[src/hdl/lpb_pkg.sv]
// Package for the LRU prefetch buffer: field widths, opcodes, result kinds
// and the queued command type shared by the front and back sections.
package lpb_pkg;
  localparam int unsigned IdxW   = 12;
  localparam int unsigned FetchW = 17;
  localparam int unsigned TotW   = 48;
  localparam int unsigned OccW   = 5;
  localparam int unsigned CntW   = 13;

  typedef enum logic [1:0] {
    OP_ACCESS   = 2'd0,
    OP_PREFETCH = 2'd1,
    OP_RELEASE  = 2'd2,
    OP_NONE     = 2'd3
  } op_e;

  typedef enum logic [1:0] {
    KIND_FETCH = 2'd0,
    KIND_REPLY = 2'd1,
    KIND_DONE  = 2'd2,
    KIND_RSVD  = 2'd3
  } kind_e;

  localparam logic [1:0] REG_BASE  = 2'd0;
  localparam logic [1:0] REG_COUNT = 2'd1;
  localparam logic [1:0] REG_CAP   = 2'd2;

  typedef struct packed {
    logic [1:0]      op;
    logic [IdxW-1:0] index;
    logic            oor;
  } cmd_t;

  typedef struct packed {
    logic [1:0]        kind;
    logic [FetchW-1:0] fetch_group;
    logic              evicted;
    logic [IdxW-1:0]   evicted_index;
    logic              hit;
    logic [3:0]        reuse_distance;
    logic [TotW-1:0]   total_reuse;
    logic [TotW-1:0]   reuse_hits;
    logic              range_err;
    logic              clamped;
    logic [OccW-1:0]   occupancy;
    logic              last;
  } res_t;
endpackage

[src/hdl/lpb_if.sv]
// Valid/ready channel interfaces for commands and results.
// Depends on lpb_pkg.
interface lpb_in_if;
  logic                   valid;
  logic                   ready;
  logic [1:0]             operation;
  logic [lpb_pkg::IdxW-1:0] index;
  modport source (output valid, operation, index, input ready);
  modport sink   (input valid, operation, index, output ready);
endinterface

interface lpb_out_if;
  logic          valid;
  logic          ready;
  lpb_pkg::res_t data;
  modport source (output valid, data, input ready);
  modport sink   (input valid, data, output ready);
endinterface

[src/hdl/lpb_front.sv]
// Front section: accepts items, range-checks accesses, and pushes commands
// into a two-entry queue. Depends on lpb_pkg and lpb_if.
module lpb_front (
  input  logic                    clk_i,
  input  logic                    rst_ni,
  lpb_in_if.sink                  in_ch,
  input  logic [lpb_pkg::CntW-1:0] count_i,
  output logic                    cmd_valid_o,
  output lpb_pkg::cmd_t           cmd_o,
  input  logic                    cmd_ready_i
);
  lpb_pkg::cmd_t q_mem [2];
  logic       wp_q, rp_q;
  logic [1:0] cnt_q;
  logic push, pop;
  lpb_pkg::cmd_t c;

  assign in_ch.ready  = cnt_q != 2'd2;
  assign push         = in_ch.valid && in_ch.ready;
  assign cmd_valid_o  = cnt_q != 2'd0;
  assign pop          = cmd_valid_o && cmd_ready_i;
  assign cmd_o        = q_mem[rp_q];

  always_comb begin
    c.op    = in_ch.operation;
    c.index = in_ch.index;
    c.oor   = {1'b0, in_ch.index} >= count_i;
  end

  always_ff @(posedge clk_i) begin
    if (push) q_mem[wp_q] <= c;
  end

  always_ff @(posedge clk_i or negedge rst_ni) begin
    if (!rst_ni) begin
      wp_q <= 1'b0; rp_q <= 1'b0; cnt_q <= 2'd0;
    end else begin
      if (push) wp_q <= ~wp_q;
      if (pop) rp_q <= ~rp_q;
      cnt_q <= cnt_q + {1'b0, push} - {1'b0, pop};
    end
  end

  assert property (@(posedge clk_i) disable iff (!rst_ni) cnt_q <= 2'd2)
    else $error("queue overflow");
  assert property (@(posedge clk_i) disable iff (!rst_ni)
    (cnt_q == 2'd2 && !pop) |=> cnt_q == 2'd2) else $error("queue lost entry");
  assert property (@(posedge clk_i) disable iff (!rst_ni)
    (cnt_q == 2'd0) |-> !pop) else $error("pop from empty queue");
endmodule

[src/hdl/lpb_back.sv]
// Back section: LRU store, sequential search, reorder, prefetch walk, totals.
// Depends on lpb_pkg and lpb_if.
module lpb_back #(
  parameter int unsigned MAX_ENTRIES        = 16,
  parameter int unsigned MAX_PREFETCH_BURST = 63
) (
  input  logic                     clk_i,
  input  logic                     rst_ni,
  input  logic                     cmd_valid_i,
  input  lpb_pkg::cmd_t            cmd_i,
  output logic                     cmd_ready_o,
  input  logic [15:0]              base_i,
  input  logic [lpb_pkg::CntW-1:0] count_i,
  input  logic [4:0]               cap_i,
  lpb_out_if.source                out_ch
);
  localparam int unsigned PW = (MAX_ENTRIES > 1) ? $clog2(MAX_ENTRIES) : 1;
  localparam int unsigned NW = $clog2(MAX_ENTRIES + 1);
  localparam int unsigned BW = 6;
  localparam logic [lpb_pkg::TotW-1:0] TOT_MAX = '1;

  typedef enum logic [2:0] {
    S_IDLE, S_SEARCH, S_ACT, S_SHIFT, S_EMIT, S_PF
  } state_e;

  state_e state_q;
  lpb_pkg::cmd_t cmd_q;
  logic [lpb_pkg::CntW-1:0] lru_q [MAX_ENTRIES];
  logic [NW-1:0] n_q;
  logic [NW-1:0] pos_q;
  logic found_q;
  logic [NW-1:0] sh_q, sh_end_q;
  logic [lpb_pkg::CntW-1:0] key_q;
  logic [lpb_pkg::CntW-1:0] ptr_q, target_q;
  logic [BW-1:0] fetches_q;
  logic [lpb_pkg::TotW-1:0] sum_q, hits_q;
  logic ins_q, miss_reply_q;
  logic [1:0] after_q;
  lpb_pkg::res_t res_q, work_q;
  logic ov_q;

  localparam logic [1:0] A_DONE = 2'd0, A_PF = 2'd1;

  logic [NW-1:0] cap_eff;
  always_comb begin
    if (cap_i == 5'd0) cap_eff = NW'(1);
    else if ({27'd0, cap_i} > MAX_ENTRIES) cap_eff = NW'(MAX_ENTRIES);
    else cap_eff = NW'(cap_i);
  end

  logic match;
  assign match = lru_q[pos_q[PW-1:0]] == key_q;
  assign cmd_ready_o = state_q == S_IDLE;
  assign out_ch.valid = ov_q;
  assign out_ch.data  = res_q;

  logic [NW-1:0] depth_raw;
  logic [3:0] hit_depth;
  logic [lpb_pkg::TotW:0] sum_inc, hits_inc;
  logic [lpb_pkg::TotW-1:0] sum_sat, hits_sat;
  logic evict;
  assign depth_raw = n_q - NW'(1) - pos_q;
  assign hit_depth = (32'(depth_raw) > 32'd15) ? 4'd15 : 4'(depth_raw);
  assign sum_inc   = {1'b0, sum_q} + {{(lpb_pkg::TotW - 3){1'b0}}, hit_depth};
  assign hits_inc  = {1'b0, hits_q} + 49'd1;
  assign sum_sat   = sum_inc[lpb_pkg::TotW] ? TOT_MAX : sum_inc[lpb_pkg::TotW-1:0];
  assign hits_sat  = hits_inc[lpb_pkg::TotW] ? TOT_MAX : hits_inc[lpb_pkg::TotW-1:0];
  assign evict     = (n_q >= cap_eff) && (n_q != '0);

  function automatic lpb_pkg::res_t blank(input logic [NW-1:0] occ,
      input logic [lpb_pkg::TotW-1:0] s, input logic [lpb_pkg::TotW-1:0] h);
    lpb_pkg::res_t r;
    r = '0;
    r.total_reuse = s;
    r.reuse_hits = h;
    r.occupancy = lpb_pkg::OccW'(occ);
    return r;
  endfunction

  logic out_free;
  assign out_free = !ov_q || out_ch.ready;

  always_ff @(posedge clk_i) begin
    if (state_q == S_SHIFT) begin
      if (sh_q + NW'(1) < sh_end_q)
        lru_q[sh_q[PW-1:0]] <= lru_q[PW'(sh_q + NW'(1))];
      else if (ins_q)
        lru_q[sh_q[PW-1:0]] <= key_q;
    end
  end

  always_ff @(posedge clk_i or negedge rst_ni) begin
    if (!rst_ni) begin
      ov_q <= 1'b0; res_q <= '0;
    end else if (state_q == S_EMIT && out_free) begin
      ov_q <= 1'b1; res_q <= work_q;
    end else if (out_ch.ready) begin
      ov_q <= 1'b0;
    end
  end

  always_ff @(posedge clk_i or negedge rst_ni) begin
    lpb_pkg::res_t w;
    if (!rst_ni) begin
      state_q <= S_IDLE; n_q <= '0; ptr_q <= '0; sum_q <= '0; hits_q <= '0;
      found_q <= 1'b0; pos_q <= '0; sh_q <= '0; sh_end_q <= '0;
      ins_q <= 1'b0; miss_reply_q <= 1'b0; after_q <= A_DONE;
      fetches_q <= '0; target_q <= '0; key_q <= '0; cmd_q <= '0; work_q <= '0;
    end else begin
      w = work_q;
      case (state_q)
        S_IDLE: begin
          if (cmd_valid_i) begin
            cmd_q <= cmd_i;
            key_q <= (cmd_i.op == lpb_pkg::OP_PREFETCH) ? ptr_q : {1'b0, cmd_i.index};
            pos_q <= '0; found_q <= 1'b0; fetches_q <= '0;
            miss_reply_q <= 1'b0;
            target_q <= ({1'b0, cmd_i.index} > count_i - 13'd1) ?
                        count_i - 13'd1 : {1'b0, cmd_i.index};
            if (cmd_i.op == lpb_pkg::OP_PREFETCH) begin
              state_q <= S_PF;
            end else if (cmd_i.op == lpb_pkg::OP_ACCESS && cmd_i.oor) begin
              w = blank(n_q, sum_q, hits_q);
              w.kind = lpb_pkg::KIND_REPLY;
              w.range_err = 1'b1;
              w.last = 1'b1;
              after_q <= A_DONE;
              state_q <= S_EMIT;
            end else if (cmd_i.op == lpb_pkg::OP_NONE) begin
              w = blank(n_q, sum_q, hits_q);
              w.kind = lpb_pkg::KIND_DONE;
              w.last = 1'b1;
              after_q <= A_DONE;
              state_q <= S_EMIT;
            end else begin
              state_q <= S_SEARCH;
            end
          end
        end
        S_PF: begin
          if (count_i == '0 || ptr_q > target_q || ptr_q >= count_i) begin
            w = blank(n_q, sum_q, hits_q);
            w.kind = lpb_pkg::KIND_DONE;
            w.last = 1'b1;
            after_q <= A_DONE;
            state_q <= S_EMIT;
          end else begin
            key_q <= ptr_q;
            pos_q <= '0; found_q <= 1'b0;
            state_q <= S_SEARCH;
          end
        end
        S_SEARCH: begin
          if (pos_q < n_q && match) begin
            found_q <= 1'b1;
            state_q <= S_ACT;
          end else if (pos_q >= n_q || pos_q == NW'(MAX_ENTRIES - 1)) begin
            if (!(pos_q < n_q && match) && pos_q < n_q) pos_q <= pos_q + NW'(1);
            state_q <= S_ACT;
          end else begin
            pos_q <= pos_q + NW'(1);
          end
        end
        S_ACT: begin
          w = blank(n_q, sum_q, hits_q);
          if (cmd_q.op == lpb_pkg::OP_RELEASE) begin
            w.kind = lpb_pkg::KIND_DONE;
            w.last = 1'b1;
            w.occupancy = lpb_pkg::OccW'(found_q ? n_q - NW'(1) : n_q);
            after_q <= A_DONE;
            if (found_q) begin
              sh_q <= pos_q; sh_end_q <= n_q; ins_q <= 1'b0;
              n_q <= n_q - NW'(1);
              state_q <= S_SHIFT;
            end else state_q <= S_EMIT;
          end else if (cmd_q.op == lpb_pkg::OP_ACCESS && found_q) begin
            sum_q <= sum_sat;
            hits_q <= hits_sat;
            w.total_reuse = sum_sat;
            w.reuse_hits = hits_sat;
            w.kind = lpb_pkg::KIND_REPLY;
            w.hit = 1'b1;
            w.reuse_distance = hit_depth;
            w.last = 1'b1;
            after_q <= A_DONE;
            sh_q <= pos_q; sh_end_q <= n_q; ins_q <= 1'b1;
            state_q <= S_SHIFT;
          end else if (cmd_q.op == lpb_pkg::OP_PREFETCH && found_q) begin
            ptr_q <= ptr_q + 13'd1;
            state_q <= S_PF;
          end else if (cmd_q.op == lpb_pkg::OP_PREFETCH &&
                       fetches_q >= BW'(MAX_PREFETCH_BURST)) begin
            w.kind = lpb_pkg::KIND_DONE;
            w.clamped = 1'b1;
            w.last = 1'b1;
            after_q <= A_DONE;
            state_q <= S_EMIT;
          end else begin
            w.kind = lpb_pkg::KIND_FETCH;
            w.fetch_group = {1'b0, base_i} + {4'd0, key_q};
            w.evicted = evict;
            w.evicted_index = evict ? lru_q[0][lpb_pkg::IdxW-1:0] : '0;
            if (cmd_q.op == lpb_pkg::OP_PREFETCH) begin
              fetches_q <= fetches_q + BW'(1);
              ptr_q <= ptr_q + 13'd1;
              after_q <= A_PF;
            end else begin
              after_q <= A_DONE;
              miss_reply_q <= 1'b1;
            end
            if (evict) begin
              sh_q <= '0; sh_end_q <= n_q; ins_q <= 1'b1;
              w.occupancy = lpb_pkg::OccW'(n_q);
              state_q <= S_SHIFT;
            end else if (n_q < NW'(MAX_ENTRIES)) begin
              sh_q <= n_q; sh_end_q <= n_q + NW'(1); ins_q <= 1'b1;
              n_q <= n_q + NW'(1);
              w.occupancy = lpb_pkg::OccW'(n_q + NW'(1));
              state_q <= S_SHIFT;
            end else state_q <= S_EMIT;
          end
        end
        S_SHIFT: begin
          if (sh_q + NW'(1) >= sh_end_q) state_q <= S_EMIT;
          else sh_q <= sh_q + NW'(1);
        end
        S_EMIT: begin
          if (out_free) begin
            if (miss_reply_q) begin
              miss_reply_q <= 1'b0;
              w = blank(n_q, sum_q, hits_q);
              w.kind = lpb_pkg::KIND_REPLY;
              w.last = 1'b1;
            end else if (after_q == A_PF) begin
              state_q <= S_PF;
            end else state_q <= S_IDLE;
          end
        end
        default: state_q <= S_IDLE;
      endcase
      work_q <= w;
    end
  end

  assert property (@(posedge clk_i) disable iff (!rst_ni) n_q <= NW'(MAX_ENTRIES))
    else $error("occupancy beyond store");
  assert property (@(posedge clk_i) disable iff (!rst_ni)
    (ov_q && !out_ch.ready) |=> ov_q && $stable(res_q)) else $error("result dropped");
  assert property (@(posedge clk_i) disable iff (!rst_ni)
    (ov_q && res_q.hit) |-> res_q.kind == lpb_pkg::KIND_REPLY) else $error("bad hit");
endmodule

[src/hdl/lru_prefetch_buffer_reuse_distance.sv]
// LRU prefetch buffer with reuse-distance totals, top level.
// Depends on lpb_pkg, lpb_if, lpb_front, lpb_back.
//
// Channels: in_ch carries (operation, index); out_ch carries result
// transactions of type lpb_pkg::res_t. APB port writes base_group (0x0),
// group_count (0x4) and capacity (0x8); the user must write them only
// while idle, as the block itself does not enforce it. The front
// range-checks and queues up to two items; the back walks the LRU store
// one entry a cycle. An access hit goes through search, act, reorder one
// entry a cycle, emit. A miss gives its fetch, then the reply. Prefetch
// fetches each absent index up to the target and skips resident ones.
// Release and unused opcodes give one done result.
// Reset clears occupancy, pointer and totals; capacity returns to 4.
// A stalled receiver holds the result register; the back stops and the
// front queue fills, then in_ch ready drops.
module lru_prefetch_buffer_reuse_distance #(
  parameter int unsigned MAX_ENTRIES        = 16,
  parameter int unsigned INDEX_LIMIT        = 4096,
  parameter int unsigned MAX_PREFETCH_BURST = 63
) (
  input  logic        clk_i,
  input  logic        rst_ni,
  lpb_in_if.sink      in_ch,
  lpb_out_if.source   out_ch,
  input  logic        psel,
  input  logic        penable,
  input  logic        pwrite,
  input  logic [3:0]  paddr,
  input  logic [31:0] pwdata,
  output logic [31:0] prdata,
  output logic        pready
);
  logic [15:0] base_q;
  logic [12:0] count_q;
  logic [4:0]  cap_q;
  logic [12:0] count_eff;
  logic cmd_valid, cmd_ready;
  lpb_pkg::cmd_t cmd;

  assign pready = 1'b1;
  assign count_eff = ({19'd0, count_q} > INDEX_LIMIT) ? 13'(INDEX_LIMIT) : count_q;

  always_ff @(posedge clk_i or negedge rst_ni) begin
    if (!rst_ni) begin
      base_q <= '0; count_q <= '0; cap_q <= 5'd4;
    end else if (psel && penable && pwrite) begin
      case (paddr[3:2])
        lpb_pkg::REG_BASE:  base_q  <= pwdata[15:0];
        lpb_pkg::REG_COUNT: count_q <= pwdata[12:0];
        lpb_pkg::REG_CAP:   cap_q   <= pwdata[4:0];
        default: ;
      endcase
    end
  end

  always_comb begin
    case (paddr[3:2])
      lpb_pkg::REG_BASE:  prdata = {16'd0, base_q};
      lpb_pkg::REG_COUNT: prdata = {19'd0, count_q};
      lpb_pkg::REG_CAP:   prdata = {27'd0, cap_q};
      default:            prdata = '0;
    endcase
  end

  lpb_front u_front (
    .clk_i, .rst_ni, .in_ch, .count_i(count_eff),
    .cmd_valid_o(cmd_valid), .cmd_o(cmd), .cmd_ready_i(cmd_ready)
  );

  lpb_back #(.MAX_ENTRIES(MAX_ENTRIES), .MAX_PREFETCH_BURST(MAX_PREFETCH_BURST)) u_back (
    .clk_i, .rst_ni, .cmd_valid_i(cmd_valid), .cmd_i(cmd), .cmd_ready_o(cmd_ready),
    .base_i(base_q), .count_i(count_eff), .cap_i(cap_q), .out_ch
  );
endmodule

[src/flat_wrapper.sv]
// flat-port wrapper written by rule: the top's interface ports become plain ports
module lru_prefetch_buffer_reuse_distance_flat 
#(
  parameter int unsigned MAX_ENTRIES        = 16,
  parameter int unsigned INDEX_LIMIT        = 4096,
  parameter int unsigned MAX_PREFETCH_BURST = 63
)
  (clk_i, rst_ni, psel, penable, pwrite, paddr, pwdata, prdata, pready, in_ch_valid, in_ch_operation, in_ch_index, in_ch_ready, out_ch_valid, out_ch_data, out_ch_ready);
  lpb_in_if in_ch_i ();
  lpb_out_if out_ch_i ();
  input  logic clk_i;
  input  logic rst_ni;
  input  logic psel;
  input  logic penable;
  input  logic pwrite;
  input  logic [3:0] paddr;
  input  logic [31:0] pwdata;
  output logic [31:0] prdata;
  output logic pready;
  input wire logic [$bits(in_ch_i.valid)-1:0] in_ch_valid;
  input wire logic [$bits(in_ch_i.operation)-1:0] in_ch_operation;
  input wire logic [$bits(in_ch_i.index)-1:0] in_ch_index;
  output wire logic [$bits(in_ch_i.ready)-1:0] in_ch_ready;
  output wire logic [$bits(out_ch_i.valid)-1:0] out_ch_valid;
  output wire logic [$bits(out_ch_i.data)-1:0] out_ch_data;
  input wire logic [$bits(out_ch_i.ready)-1:0] out_ch_ready;
  assign in_ch_i.valid = in_ch_valid;
  assign in_ch_i.operation = in_ch_operation;
  assign in_ch_i.index = in_ch_index;
  assign in_ch_ready = in_ch_i.ready;
  assign out_ch_valid = out_ch_i.valid;
  assign out_ch_data = out_ch_i.data;
  assign out_ch_i.ready = out_ch_ready;
  lru_prefetch_buffer_reuse_distance #(.MAX_ENTRIES(MAX_ENTRIES), .INDEX_LIMIT(INDEX_LIMIT), .MAX_PREFETCH_BURST(MAX_PREFETCH_BURST)) u_core (.clk_i(clk_i), .rst_ni(rst_ni), .in_ch(in_ch_i), .out_ch(out_ch_i), .psel(psel), .penable(penable), .pwrite(pwrite), .paddr(paddr), .pwdata(pwdata), .prdata(prdata), .pready(pready));
endmodule
[config.mk]
export PLATFORM = sky130hd
export DESIGN_NAME = lru_prefetch_buffer_reuse_distance_flat
export DESIGN_NICKNAME = d
export VERILOG_FILES = /design/src/hdl/lpb_pkg.sv /design/src/hdl/lpb_if.sv /design/src/hdl/lpb_front.sv /design/src/hdl/lpb_back.sv /design/src/hdl/lru_prefetch_buffer_reuse_distance.sv /design/src/flat_wrapper.sv
export SDC_FILE = /design/constraint.sdc
export NUM_CORES = 1
export LEC_CHECK = 0
export BUFFER_PORTS_ARGS = -buffer_cell sky130_fd_sc_hd__buf_2
export CAP_MARGIN = 40
export CORE_MARGIN = 2
export CORE_UTILIZATION = 55
export DETAILED_ROUTE_END_ITERATION = 6
export PLACE_DENSITY = 0.71
export REMOVE_ABC_BUFFERS = 1
export SLEW_MARGIN = 20
export SYNTH_ARGS = -nofsm -noshare
export SYNTH_HDL_FRONTEND = slang
export SYNTH_SLANG_ARGS = --single-unit
[constraint.sdc]
create_clock -name clk_i -period 5.4 [get_ports clk_i]
set_clock_uncertainty 0.05 [all_clocks]
set_input_delay 1.08 -clock clk_i [delete_from_list [all_inputs] [get_ports clk_i]]
set_output_delay 1.08 -clock clk_i [all_outputs]
set_load 0.01 [all_outputs]
==> results.yml <==
synth:
  ys_warn_count: 0
  synth_seq_area_share_pct: 55.6
  synthFlopType: "dfrtp_1"
  synth-edff-count: 238
  ys_types: 91
  ys_ff_latch: 729
  avgSynthCellArea_sq_um: 12.2
  syn-cell-area_sq_mm: 0.0349
  syn_inst: 2873
  synth-async-reset-ratio_pct: 67.4
die:
  chipHeight_um: 256
  initial_core_util_pct: 55.5
  fp-row-count: 92
  pin_count: 233
  fp.dieW_um: 256
  coreArea_sq_mm: 0.0630
  die-area_sq_mm: 0.0655
pwr:
  peakVddDrop_mv: 0.704
  leakage_nw: 17.6
  total_power_mw: 23.2
  power_density_mw_per_mm2: 582
drt:
  first_pass_iters: 6
  drc: 0
  ant_nets: 0
  drt_wl_total_um: 84600
  drt_iter0_drc: 2329
  vias_per_cell: 6.01
  vias: 24000
  wire_per_inst_um: 21.2
sta:
  relSlewSlack_pct: 36.2
  max_freq_mhz: 208
  min_period_over_period_pct: 88.9
  hold_viol_final: 0
  whs_ps: 433
  rsz0062_at_grt: "false"
  slew_violations: 0
  fin_tns_setup_ps: 0
  worst_slew_pin_slew_ps: 957
  setup_viol: 0
  layout_setup_ws_ps: 601
  period_needed_ps: 4800
place:
  pre_cts_ws_ps: 554
  place_congestion: 0.921
  dp_hpwl_um: 58300
  portBuffers: 197
setup_path:
  worstSetupStartpointType: "register"
  cp_max_fo: 7
  r2r_start: "u_core.u_back.n_q[0]$_DFFE_PN0P_"
  path_class: "register to register"
  ff2ff_setup_slack_ps: 600
  cp.arrival_ps: 5200
  crit_path_end_kind: "register"
  cp.required_ps: 5800
  ff2ff_path_depth: 18
  r2r_end: "u_core.u_back.work_q[96]$_DFFE_PN0P_"
run_status:
  outcome: "completed"
global_route:
  grt_start_max_net_pins: 184
  met2_usage_pct: 42.6
  grt_pass1_wl_um: 135000
  use_met1_pct: 35.4
  busiest_layer: "met2"
  gr-total-overflow: 0
  use_met3_pct: 3.79
  track_usage_pct: 26.0
  grt_antenna_before_repair: 2
  grt_pass1_vias: 24000
clock_tree:
  postCtsHoldBufs: 0
  cts_sinks: 729
  clk_path_buf_depth: 3
  cts_tree: "done"
  path_clk_slew_ps: 60
  post_cts_buffers: 0
  clockRootBuffer: "clkbuf_16"
  numCtsBuffers: 76
  cts-resized-gates: 0
  cts_htree_levels: 3
  clk_latency_ps: 610
layout:
  diodes: 0
  final_cell_mix: "487 x dfrtp_1, 333 x nand2_1, 238 x edfxtp_1"
  final_common_cell: "dfrtp_1"
  layout.nets: 3260
  drive_above_1_share_pct: 23.7
  synthToLayoutAreaGrowth_pct: 13.9
worst_hold_path:
  min_from: "u_core.u_back.work_q[140]$_DFFE_PN0P_"
  hold_depth: 2
  hp-class: "register to register"
  hold_end: "u_core.u_back.work_q[140]$_DFFE_PN0P_"
job:
  drv_cap: 0
layer usage:
layer | up-vias | wire [um]
met1 | 12100 | 35500
met4 | 2 | 2910
met5 | - | 9
met3 | 166 | 5340
met2 | 830 | 40800
li1 | 10900 | -
cell families after synthesis:
kind of cell | after synthesis | synth area share (%)
AO/OA/AOI/OAI | 446 | 8.69
flip-flops | 729 | 55.6
buffers and inverters | 249 | 3.01
AND/OR/NAND/NOR | 829 | 10.7
XOR/XNOR | 146 | 3.66
other | 2 | 0.0215
adder cells (fa/ha/maj) | 105 | 3.83
multiplexers | 367 | 14.4
cell type report:
type                            count  area [sq um]
Multi-Input combinational cell   1910         14600
Clock inverter                     29           349
Sequential cell                   729         19400
Fill cell                        4876         23200
Tap cell                          846          1060
Timing Repair Buffer              297          1880
Inverter                           84           315
Clock buffer                      102          2190
power by group:
group          total (mW)  internal, mW  switching (mW)
combinational        9.39          3.97            5.42
clock                5.32          3.22            2.10
sequential           8.46          7.53           0.937
total                23.2          14.7            8.45
registers in the layout, indices dropped and copies added (netlist names), 16 cells and up:
| signal | count |
|---|---|
| u_core.u_front.q_mem | 30 |
| u_core.u_back.lru_q | 208 |
| u_core.u_back.out_ch.data | 141 |
| u_core.base_q | 16 |
| u_core.u_back.work_q | 141 |
| u_core.u_back.sum_q | 48 |
| u_core.u_back.hits_q | 48 |
cell usage after synthesis, types with 20 or more instances:
master	count	share of area (%)
a21o_1	26	0.56
a21oi_1	57	0.82
a22o_1	37	0.93
a31oi_1	94	1.7
and3_1	22	0.39
buf_1	28	0.30
buf_4	20	0.43
clkbuf_1	98	1.1
dfrtp_1	490	35
edfxtp_1	238	20
ha_1	102	3.7
inv_1	83	0.89
mux2_2	208	6.7
mux2i_1	70	2.0
mux4_2	87	5.6
nand2_1	334	3.6
nand3_1	85	1.2
nand4_1	29	0.52
nor2_1	211	2.3
nor3_1	51	0.73
o21ai_0	95	1.4
xnor2_1	92	2.3
xor2_1	54	1.4
how the worst max path moves through the flow:
stage	startpoint	end	slack [ps]	cells after the start
floorplan	u_core.count_q[2]$_DFFE_PN0P_	u_core.u_back.work_q[1]$_DFFE_PN0P_	-8860	12
global placement	u_core.u_back.n_q[0]$_DFFE_PN0P_	u_core.u_back.work_q[96]$_DFFE_PN0P_	670	18
detailed placement	u_core.u_back.n_q[0]$_DFFE_PN0P_	u_core.u_back.work_q[96]$_DFFE_PN0P_	550	18
CTS	u_core.u_back.n_q[0]$_DFFE_PN0P_	u_core.u_back.work_q[96]$_DFFE_PN0P_	540	18
global route	u_core.u_back.n_q[0]$_DFFE_PN0P_	u_core.u_back.work_q[96]$_DFFE_PN0P_	150	18
finish	u_core.u_back.n_q[0]$_DFFE_PN0P_	u_core.u_back.work_q[96]$_DFFE_PN0P_	600	18
worst max-delay path, cell delays in order, from the launching register on:
cell,delay [ps]
dfrtp_1,520
inv_1,170
ha_1,410
fa_1,450
inv_1,70
a21o_1,110
a21oi_1,70
xnor2_1,230
or2_2,160
ha_1,170
inv_1,60
fa_1,410
nor2b_1,140
o21ai_0,140
a211oi_1,500
nand3_1,320
or2_2,370
xnor2_1,180
a31oi_1,110
through the flow:
stage,cells,instance area [sq um],util (%)
2_1_floorplan,2723,34200,-
3_3_place_gp,3847,37000,58.8
3_5_place_dp,3857,37200,59.0
4_1_cts,3988,39700,63.1
5_1_grt,3997,39800,63.2
6_report,3997,39800,63.2
No activity file was read; power rests on OpenSTA's default activity.
